### config.mk
export PLATFORM = sky130hd
export DESIGN_NAME = escape_sequence_decoder_core
export DESIGN_NICKNAME = d
export VERILOG_FILES = /design/src/rtl/esd_pkg.sv /design/src/rtl/esd_fifo.sv /design/src/rtl/esd_front.sv /design/src/rtl/esd_back.sv /design/src/rtl/escape_sequence_decoder_core.sv
export SDC_FILE = /design/constraint.sdc
export NUM_CORES = 1
export LEC_CHECK = 0
export BUFFER_PORTS_ARGS = -buffer_cell sky130_fd_sc_hd__buf_2
export CAP_MARGIN = 20
export CORE_MARGIN = 2
export CORE_UTILIZATION = 65
export CTS_BUF_LIST = sky130_fd_sc_hd__clkbuf_4 sky130_fd_sc_hd__clkbuf_8 sky130_fd_sc_hd__clkbuf_16
export DETAILED_ROUTE_END_ITERATION = 16
export PLACE_DENSITY_LB_ADDON = 0.25
export SYNTH_ARGS = -nofsm -noshare
export SYNTH_HDL_FRONTEND = slang
export SYNTH_HIERARCHICAL = 1
export SYNTH_SLANG_ARGS = --single-unit
### constraint.sdc
create_clock -name i_clk -period 13.1 [get_ports i_clk]
set_input_delay 1.31 -clock i_clk [delete_from_list [all_inputs] [get_ports i_clk]]
set_output_delay 1.31 -clock i_clk [all_outputs]
set_load 0.03 [all_outputs]
### src/rtl/esd_pkg.sv
package esd_pkg;

    typedef enum logic [2:0] {
        MODE_NORMAL = 3'd0,
        MODE_ESC    = 3'd1,
        MODE_CARET  = 3'd2,
        MODE_HEX    = 3'd3,
        MODE_OCT    = 3'd4
    } t_mode;

    // one queue entry: the results caused by one input word
    typedef struct packed {
        logic       two;
        logic [7:0] v0;
        logic       bad0;
        logic [7:0] v1;
    } t_entry;

    localparam logic [7:0] CH_NUL       = 8'h00;
    localparam logic [7:0] CH_BACKSLASH = 8'h5C;
    localparam logic [7:0] CH_CARET     = 8'h5E;
    localparam logic [7:0] CH_AT        = 8'h40;
    localparam logic [7:0] CH_ZERO      = 8'h30;
    localparam logic [7:0] CH_NINE      = 8'h39;
    localparam logic [7:0] CH_LO_A      = 8'h61;
    localparam logic [7:0] CH_LO_F      = 8'h66;
    localparam logic [7:0] CH_LO_Z      = 8'h7A;
    localparam logic [7:0] CH_UP_A      = 8'h41;
    localparam logic [7:0] CH_UP_F      = 8'h46;
    localparam logic [7:0] CH_UP_B      = 8'h42;
    localparam logic [7:0] CH_UP_E      = 8'h45;
    localparam logic [7:0] CH_UP_N      = 8'h4E;
    localparam logic [7:0] CH_UP_R      = 8'h52;
    localparam logic [7:0] CH_UP_S      = 8'h53;
    localparam logic [7:0] CH_UP_T      = 8'h54;
    localparam logic [7:0] CH_UP_X      = 8'h58;
    localparam logic [7:0] CASE_OFFSET  = 8'h20;
    localparam logic [7:0] CODE_BS      = 8'h08;
    localparam logic [7:0] CODE_FF      = 8'h0C;
    localparam logic [7:0] CODE_LF      = 8'h0A;
    localparam logic [7:0] CODE_CR      = 8'h0D;
    localparam logic [7:0] CODE_SPACE   = 8'h20;
    localparam logic [7:0] CODE_TAB     = 8'h09;
    localparam logic [7:0] CODE_ESC     = 8'h1B;
    localparam logic [7:0] BAD_HEX_VAL  = 8'hFF;
    localparam logic [3:0] HEX_LETTER_ADJ = 4'd9;
    localparam logic [4:0] OCT_PREFIX   = 5'b00110;
    localparam logic [1:0] OCT_FULL     = 2'd3;

endpackage

### src/rtl/esd_fifo.sv
module esd_fifo #(
    parameter int WIDTH = 8,
    parameter int DEPTH = 4
) (
    input  logic             i_clk,
    input  logic             i_rst_n,
    input  logic             i_wr,
    input  logic [WIDTH-1:0] i_data,
    input  logic             i_rd,
    output logic [WIDTH-1:0] o_data,
    output logic             o_full,
    output logic             o_empty
);

    localparam int AW = (DEPTH > 1) ? $clog2(DEPTH) : 1;
    localparam int CW = $clog2(DEPTH + 1);

    logic [WIDTH-1:0] r_mem [DEPTH];
    logic [AW-1:0]    r_wptr, n_wptr;
    logic [AW-1:0]    r_rptr, n_rptr;
    logic [CW-1:0]    r_count, n_count;
    logic             wr_en, rd_en;

    assign o_full  = (r_count == CW'(DEPTH));
    assign o_empty = (r_count == '0);
    assign wr_en   = i_wr && !o_full;
    assign rd_en   = i_rd && !o_empty;
    assign o_data  = r_mem[r_rptr];

    always_comb begin
        n_wptr = r_wptr;
        n_rptr = r_rptr;
        n_count = r_count;
        if (wr_en) begin
            n_wptr = (r_wptr == AW'(DEPTH - 1)) ? '0 : r_wptr + 1'b1;
        end
        if (rd_en) begin
            n_rptr = (r_rptr == AW'(DEPTH - 1)) ? '0 : r_rptr + 1'b1;
        end
        if (wr_en && !rd_en) begin
            n_count = r_count + 1'b1;
        end else if (rd_en && !wr_en) begin
            n_count = r_count - 1'b1;
        end
    end

    always_ff @(posedge i_clk) begin
        if (!i_rst_n) begin
            r_wptr  <= '0;
            r_rptr  <= '0;
            r_count <= '0;
        end else begin
            r_wptr  <= n_wptr;
            r_rptr  <= n_rptr;
            r_count <= n_count;
        end
    end

    always_ff @(posedge i_clk) begin
        if (wr_en) begin
            r_mem[r_wptr] <= i_data;
        end
    end

endmodule

### src/rtl/esd_front.sv
module esd_front (
    input  logic           i_clk,
    input  logic           i_rst_n,
    input  logic           i_push,
    input  logic [7:0]     i_in_byte,
    input  logic           i_q_full,
    output logic           o_q_wr,
    output esd_pkg::t_entry o_q_entry
);

    esd_pkg::t_mode r_mode, n_mode;
    logic [7:0]     r_accum, n_accum;
    logic [1:0]     r_count, n_count;

    logic       accept;
    logic [7:0] c;
    logic [7:0] c_up;
    logic       is_dec, is_lo_hex, is_up_hex, is_hex, is_oct;
    logic [3:0] hex_d;
    logic [7:0] oct_acc;
    logic [1:0] oct_cnt;
    logic       emit;

    assign accept = i_push && !i_q_full;
    assign c      = i_in_byte;
    assign c_up   = (c >= esd_pkg::CH_LO_A && c <= esd_pkg::CH_LO_Z) ?
                    c - esd_pkg::CASE_OFFSET : c;

    assign is_dec    = (c >= esd_pkg::CH_ZERO && c <= esd_pkg::CH_NINE);
    assign is_lo_hex = (c >= esd_pkg::CH_LO_A && c <= esd_pkg::CH_LO_F);
    assign is_up_hex = (c >= esd_pkg::CH_UP_A && c <= esd_pkg::CH_UP_F);
    assign is_hex    = is_dec || is_lo_hex || is_up_hex;
    // letters a-f and A-F share low nibbles 1..6
    assign hex_d     = is_dec ? c[3:0] : c[3:0] + esd_pkg::HEX_LETTER_ADJ;
    assign is_oct    = (c[7:3] == esd_pkg::OCT_PREFIX);
    assign oct_acc   = {r_accum[4:0], c[2:0]};
    assign oct_cnt   = r_count + 2'd1;

    // next state
    always_comb begin
        n_mode  = r_mode;
        n_accum = r_accum;
        n_count = r_count;
        unique case (r_mode)
            esd_pkg::MODE_NORMAL: begin
                n_mode = (c == esd_pkg::CH_BACKSLASH) ? esd_pkg::MODE_ESC
                                                      : esd_pkg::MODE_NORMAL;
            end
            esd_pkg::MODE_ESC: begin
                n_mode = esd_pkg::MODE_NORMAL;
                if (c_up == esd_pkg::CH_CARET) begin
                    n_mode = esd_pkg::MODE_CARET;
                end else if (c_up == esd_pkg::CH_UP_X) begin
                    n_mode  = esd_pkg::MODE_HEX;
                    n_accum = '0;
                    n_count = '0;
                end else if (is_oct) begin
                    n_mode  = esd_pkg::MODE_OCT;
                    n_accum = {5'd0, c[2:0]};
                    n_count = 2'd1;
                end
            end
            esd_pkg::MODE_CARET: begin
                n_mode = esd_pkg::MODE_NORMAL;
            end
            esd_pkg::MODE_HEX: begin
                if (is_hex) begin
                    if (r_count == 2'd0) begin
                        n_accum = {4'd0, hex_d};
                        n_count = 2'd1;
                    end else begin
                        n_mode  = esd_pkg::MODE_NORMAL;
                        n_count = '0;
                    end
                end else begin
                    n_count = '0;
                    n_mode  = (c == esd_pkg::CH_BACKSLASH) ? esd_pkg::MODE_ESC
                                                           : esd_pkg::MODE_NORMAL;
                end
            end
            esd_pkg::MODE_OCT: begin
                if (is_oct) begin
                    n_accum = oct_acc;
                    n_count = oct_cnt;
                    if (oct_cnt == esd_pkg::OCT_FULL) begin
                        n_mode  = esd_pkg::MODE_NORMAL;
                        n_count = '0;
                    end
                end else begin
                    n_count = '0;
                    n_mode  = (c == esd_pkg::CH_BACKSLASH) ? esd_pkg::MODE_ESC
                                                           : esd_pkg::MODE_NORMAL;
                end
            end
            default: begin
                n_mode = (c == esd_pkg::CH_BACKSLASH) ? esd_pkg::MODE_ESC
                                                      : esd_pkg::MODE_NORMAL;
            end
        endcase
    end

    // outputs: classify the word into zero, one or two results
    always_comb begin
        emit      = 1'b0;
        o_q_entry = '0;
        unique case (r_mode)
            esd_pkg::MODE_NORMAL: begin
                emit = (c != esd_pkg::CH_BACKSLASH);
                o_q_entry.v0 = c;
            end
            esd_pkg::MODE_ESC: begin
                emit = 1'b1;
                unique case (c_up) inside
                    esd_pkg::CH_NUL:   o_q_entry.v0 = esd_pkg::CH_BACKSLASH;
                    esd_pkg::CH_UP_B:  o_q_entry.v0 = esd_pkg::CODE_BS;
                    esd_pkg::CH_UP_F:  o_q_entry.v0 = esd_pkg::CODE_FF;
                    esd_pkg::CH_UP_N:  o_q_entry.v0 = esd_pkg::CODE_LF;
                    esd_pkg::CH_UP_R:  o_q_entry.v0 = esd_pkg::CODE_CR;
                    esd_pkg::CH_UP_S:  o_q_entry.v0 = esd_pkg::CODE_SPACE;
                    esd_pkg::CH_UP_T:  o_q_entry.v0 = esd_pkg::CODE_TAB;
                    esd_pkg::CH_UP_E:  o_q_entry.v0 = esd_pkg::CODE_ESC;
                    esd_pkg::CH_CARET, esd_pkg::CH_UP_X: emit = 1'b0;
                    default: begin
                        emit = !is_oct;
                        o_q_entry.v0 = c;
                    end
                endcase
            end
            esd_pkg::MODE_CARET: begin
                emit = 1'b1;
                o_q_entry.v0 = c_up - esd_pkg::CH_AT;
            end
            esd_pkg::MODE_HEX: begin
                if (is_hex) begin
                    emit = (r_count != 2'd0);
                    o_q_entry.v0 = {r_accum[3:0], hex_d};
                end else begin
                    emit = 1'b1;
                    o_q_entry.two = (c != esd_pkg::CH_BACKSLASH);
                    o_q_entry.v1  = c;
                    if (r_count == 2'd0) begin
                        o_q_entry.v0   = esd_pkg::BAD_HEX_VAL;
                        o_q_entry.bad0 = 1'b1;
                    end else begin
                        o_q_entry.v0 = r_accum;
                    end
                end
            end
            esd_pkg::MODE_OCT: begin
                if (is_oct) begin
                    emit = (oct_cnt == esd_pkg::OCT_FULL);
                    o_q_entry.v0 = oct_acc;
                end else begin
                    emit = 1'b1;
                    o_q_entry.v0  = r_accum;
                    o_q_entry.two = (c != esd_pkg::CH_BACKSLASH);
                    o_q_entry.v1  = c;
                end
            end
            default: begin
                emit = (c != esd_pkg::CH_BACKSLASH);
                o_q_entry.v0 = c;
            end
        endcase
    end

    assign o_q_wr = accept && emit;

    always_ff @(posedge i_clk) begin
        if (!i_rst_n) begin
            r_mode  <= esd_pkg::MODE_NORMAL;
            r_accum <= '0;
            r_count <= '0;
        end else if (accept) begin
            r_mode  <= n_mode;
            r_accum <= n_accum;
            r_count <= n_count;
        end
    end

endmodule

### src/rtl/esd_back.sv
module esd_back (
    input  logic            i_clk,
    input  logic            i_rst_n,
    input  logic            i_q_empty,
    input  esd_pkg::t_entry i_q_head,
    output logic            o_q_rd,
    input  logic            pop,
    output logic            empty,
    output logic [7:0]      o_out_byte,
    output logic            o_bad_hex,
    output logic            o_last_of_run
);

    logic       r_valid, n_valid;
    logic       r_slot, n_slot;
    logic [7:0] r_byte;
    logic       r_bad;
    logic       r_last;
    logic       load;

    // output register refills whenever it is free or being drained and the queue holds an entry
    assign load   = (!r_valid || pop) && !i_q_empty;
    assign o_q_rd = load && (r_slot || !i_q_head.two);

    always_comb begin
        n_valid = r_valid;
        n_slot  = r_slot;
        if (load) begin
            n_valid = 1'b1;
            n_slot  = r_slot ? 1'b0 : i_q_head.two;
        end else if (pop) begin
            n_valid = 1'b0;
        end
    end

    always_ff @(posedge i_clk) begin
        if (!i_rst_n) begin
            r_valid <= 1'b0;
            r_slot  <= 1'b0;
        end else begin
            r_valid <= n_valid;
            r_slot  <= n_slot;
        end
    end

    always_ff @(posedge i_clk) begin
        if (load) begin
            r_byte <= r_slot ? i_q_head.v1 : i_q_head.v0;
            r_bad  <= r_slot ? 1'b0 : i_q_head.bad0;
            r_last <= r_slot || !i_q_head.two;
        end
    end

    assign empty         = !r_valid;
    assign o_out_byte    = r_byte;
    assign o_bad_hex     = r_bad;
    assign o_last_of_run = r_last;

    a_slot_has_entry: assert property (@(posedge i_clk) disable iff (!i_rst_n)
        r_slot |-> !i_q_empty)
        else $error("second result pending with queue empty");

    a_slot_two: assert property (@(posedge i_clk) disable iff (!i_rst_n)
        r_slot |-> i_q_head.two)
        else $error("second result pending for a single-result entry");

    a_load_valid: assert property (@(posedge i_clk) disable iff (!i_rst_n)
        load |=> r_valid)
        else $error("loaded result not shown");

    a_second_last: assert property (@(posedge i_clk) disable iff (!i_rst_n)
        (load && r_slot) |=> (r_last && !r_bad && !r_slot))
        else $error("second result not marked last");

endmodule

### src/rtl/escape_sequence_decoder_core.sv
// path: a result is written to the entry queue and then loaded into the output register, which
// refills when free or popped; a second result from the same word is loaded when the first is popped
// throughput: one input word per cycle while the entry queue is not full; the output stage sends one
// result per cycle while popped, so a word giving two results waits at the head of the entry queue
// full rises only when the entry queue between front and back is full
// reset: synchronous active low; decoder returns to normal mode, queue and output empty
module escape_sequence_decoder_core #(
    parameter int QUEUE_DEPTH = 4
) (
    input  logic       i_clk,
    input  logic       i_rst_n,
    input  logic       push,
    output logic       full,
    input  logic [7:0] i_in_byte,
    output logic       empty,
    input  logic       pop,
    output logic [7:0] o_out_byte,
    output logic       o_bad_hex,
    output logic       o_last_of_run
);

    esd_pkg::t_entry q_wr_entry;
    esd_pkg::t_entry q_head;
    logic            q_wr;
    logic            q_rd;
    logic            q_full;
    logic            q_empty;

    assign full = q_full;

    esd_front u_front (
        .i_clk     (i_clk),
        .i_rst_n   (i_rst_n),
        .i_push    (push),
        .i_in_byte (i_in_byte),
        .i_q_full  (q_full),
        .o_q_wr    (q_wr),
        .o_q_entry (q_wr_entry)
    );

    esd_fifo #(
        .WIDTH ($bits(esd_pkg::t_entry)),
        .DEPTH (QUEUE_DEPTH)
    ) u_fifo (
        .i_clk   (i_clk),
        .i_rst_n (i_rst_n),
        .i_wr    (q_wr),
        .i_data  (q_wr_entry),
        .i_rd    (q_rd),
        .o_data  (q_head),
        .o_full  (q_full),
        .o_empty (q_empty)
    );

    esd_back u_back (
        .i_clk         (i_clk),
        .i_rst_n       (i_rst_n),
        .i_q_empty     (q_empty),
        .i_q_head      (q_head),
        .o_q_rd        (q_rd),
        .pop           (pop),
        .empty         (empty),
        .o_out_byte    (o_out_byte),
        .o_bad_hex     (o_bad_hex),
        .o_last_of_run (o_last_of_run)
    );

endmodule
==> impl_results.md <==
- WP buf/inv: 5
- Critical-path maximum fanout: 10
- Area Overhead vs Synth: 5.545%
- CP max stage delay: 0.47 ns
- CP Capture Type: register
- Reg clk slew, reported paths: 0.11 ns
- #FFs+latches synth: 106
- Register area: 2943 um^2
- Hold path cells: 2
- Num CTS Buffers: 9
- Max-slew headroom: 0.2994
- Post-CTS Setup Bufs: 0
- Register area share after synthesis: 0.5055
- Overflow after GRT: 0
- Vias: 4277
- Top delay family on crit path: compound AO/OA/AOI/OAI gates
- Setup violations, final: 0
- Most common cell after layout, fill and taps aside: edfxtp_1
- # DRC: 0
- Largest cells by area after synthesis: edfxtp_1, dfxtp_1, mux4_2, ha_1, mux4_1
- Hold Violations, Final: 0
- Final min period: 6.257 ns
- Core footprint: 8721 um^2
- Detailed Route Iter0 Violations: 339
- Post-Syn Nets: 534
- Vias per inst: 6.811
- Setup tns final: 0 ns
- Slowest stage cell, crit path: a2111oi_0
- CP startpoint kind: input pin
- Worst-skew pair later-pin latency: 0.35 ns
- Unrepaired setup endpoints after global routing: false
- Worst-Margin Slew: 1.041 ns
- Die span in x: 98.64 um
- Max clock buf depth: 2
- First-pass GRT wire length: 21340 um
- PostCTS Resize Cnt: 0
- Hold Crit Class: reg -> reg
- Antenna violations before repair: 0
- Root buf cell: clkbuf_8
- Final Non-Filler Cells: 628
- Number of synthesized flops with an enable pin: 82
- Number of diodes: 0
- Util after Layout: 0.7046
- Final worst-path cycle share: 0.4777
- Share of cells above drive strength 1: 0.1423
- H-tree lvl count: 3
- Top-area cell type share of the netlist area: 0.4230
- Yosys Warn Count: 6
- WP data required: 13.39 ns
- Cell taking the most area after synthesis: edfxtp_1
- I/O Buffers: 23
- GRT Util Overall: 0.2801
- Gpl congestion: 1.012
- CTS tree: yes
- Cell count of the worst reg-to-reg path: 13
- Status: completed
- Post-route ant nets: 0
- Placed cells: 612
- Commonest cells after routing, fill and taps aside: edfxtp_1, nand2_1, nor2_1
- Wirelength, routed: 13020 um
- IO Count: 24
- CTS sink cnt: 106
- Synthesized netlist cell count: 504
- Max-Cap Viols: 0
- Syn Area/Cell: 11.55 um^2
- Fmax: 159.8 MHz
- Largest net degree at the start of global routing: 28
- WP depth: 23
- Pwr Density: 154.4 nW/um^2
- Starting Density: 0.6676
- Post-CTS Hold Buffers: 0
- Fillers: 628
- Post-DP HPWL: 9123 um
- Chip Height: 98.64 um
- Max rail drop VDD: 0.06274 mV
- Area of the multi-input gates: 2679 um^2
- Routed len/inst: 20.73 um
- Full die area: 9730 um^2
- Number of global-route vias before repair: 4167
- Async set-reset flop share out of synthesis: 0
- Cell variety after synth: 73
- TritonRoute pass-1 iters: 5
- Crit path cell chain: buf_2 -> clkinv_1 -> ha_1 -> nor2b_1 -> o211ai_1 -> nand2_1 -> o21ai_0 -> inv_1 -> ha_1 -> inv_1 -> a2111oi_0 -> a21oi_1 -> nor2_1 -> nor3_1 -> o22a_1 -> a221oi_1 -> nor2b_1 -> ha_1 -> inv_1 -> fa_1 -> xor2_1 -> or3_1 -> a21boi_0
- WP data arrival: 6.55 ns
- Clock skew: 0.01686 ns
- Slew Limit Fails: 0
- Crit path kind: in -> reg
- FP Rows: 34
- Post-synth top flop: edfxtp_1
- Synthesized area: 5822 um^2
- Net count, final: 545
- Leakage: 2.156 nW
-- area by class of cell --
cell class | count | area share
multi-input cells | 355 | 0.4360
flip-flops and latches | 106 | 0.4789
clock inverters | 7 | 0.01018
repair buffers | 26 | 0.02240
well taps | 108 | 0.02199
clock buffers | 9 | 0.02016
inverters | 17 | 0.01038
-- where the power goes --
group	leakage, nW	switching (W)	total (W)	internal, W
Clock	0.0991	0.000113	0.000186	0.0000731
Sequential	0.953	0.0000301	0.000466	0.000436
Combinational	1.10	0.000167	0.000296	0.000130
Total	2.16	0.000310	0.000949	0.000639
-- Yosys cell counts (all sizes together), types with 12 or more instances --
master,number
mux4,18
dfxtp,24
o21ai,29
a21oi,30
edfxtp,82
ha,17
mux2i,12
inv,16
clkbuf,17
nand3,15
nor2,38
nand2,47
-- tightest hold or removal path, cell delays in order (launching register included) --
cell     delay [ns]
dfxtp_1        0.34
nand2_1        0.06
mux2i_1        0.06
-- per-layer routing --
layer / vias to the layer above / global-route usage / share of wire
met5: - / 0 / 0
met3: 42 / 0.05035 / 0.061
met4: 0 / 0.1275 / 0.043
met1: 2065 / 0.3742 / 0.42
met2: 216 / 0.4521 / 0.47
li1: 1954 / - / -
-- through the flow --
step           worst slack (ns)  instance area (um^2)  total power (W)  hold slack (ns)
2_1_floorplan             7.797                  5822        0.0007094           0.4472
3_3_place_gp              6.896                  5958        0.0007606           0.4725
3_5_place_dp              6.639                  5958        0.0007719           0.4876
4_1_cts                   7.040                  6145        0.0009546           0.5016
5_1_grt                   6.367                  6145        0.0009992           0.5431
6_report                  6.843                  6145        0.0009486           0.4958
-- state kept, by name, indices dropped and copies added (netlist names), named ones only --
name                  count
u_back/r_slot             1
u_back/r_valid            1
u_back/o_last_of_run      1
u_front/r_mode            3
u_front/r_accum           8
u_back/o_out_byte         8
u_front/r_count           2
u_fifo/r_wptr             2
u_fifo/r_rptr             2
u_back/o_bad_hex          1
u_fifo/r_count            3
u_fifo/r_mem             72
-- path summary, 6_finish.rpt --
kind	startpoint	to	slack [ns]
setup reg to reg	u_front/r_mode[1]$_SDFFE_PN0P_	u_fifo/r_count[2]$_SDFFE_PN0P_	9.15
hold reg to reg	u_front/r_accum[7]$_SDFFE_PN0P_	u_front/r_accum[7]$_SDFFE_PN0P_	0.50
hold / removal	u_front/r_accum[7]$_SDFFE_PN0P_	u_front/r_accum[7]$_SDFFE_PN0P_	0.50
setup / recovery	i_in_byte[0]	u_fifo/r_count[2]$_SDFFE_PN0P_	6.84
-- cell families after synthesis --
logic type | Yosys count | share of synthesized area
adder cells (fa/ha/maj) | 18 | 0.03997
multiplexers | 39 | 0.1180
XOR/XNOR | 6 | 0.009028
AND/OR/NAND/NOR | 166 | 0.1487
AO/OA/AOI/OAI | 126 | 0.1444
flip-flops | 106 | 0.5055
buffers and inverters | 43 | 0.03439
Power figures use the tool's default switching activity.
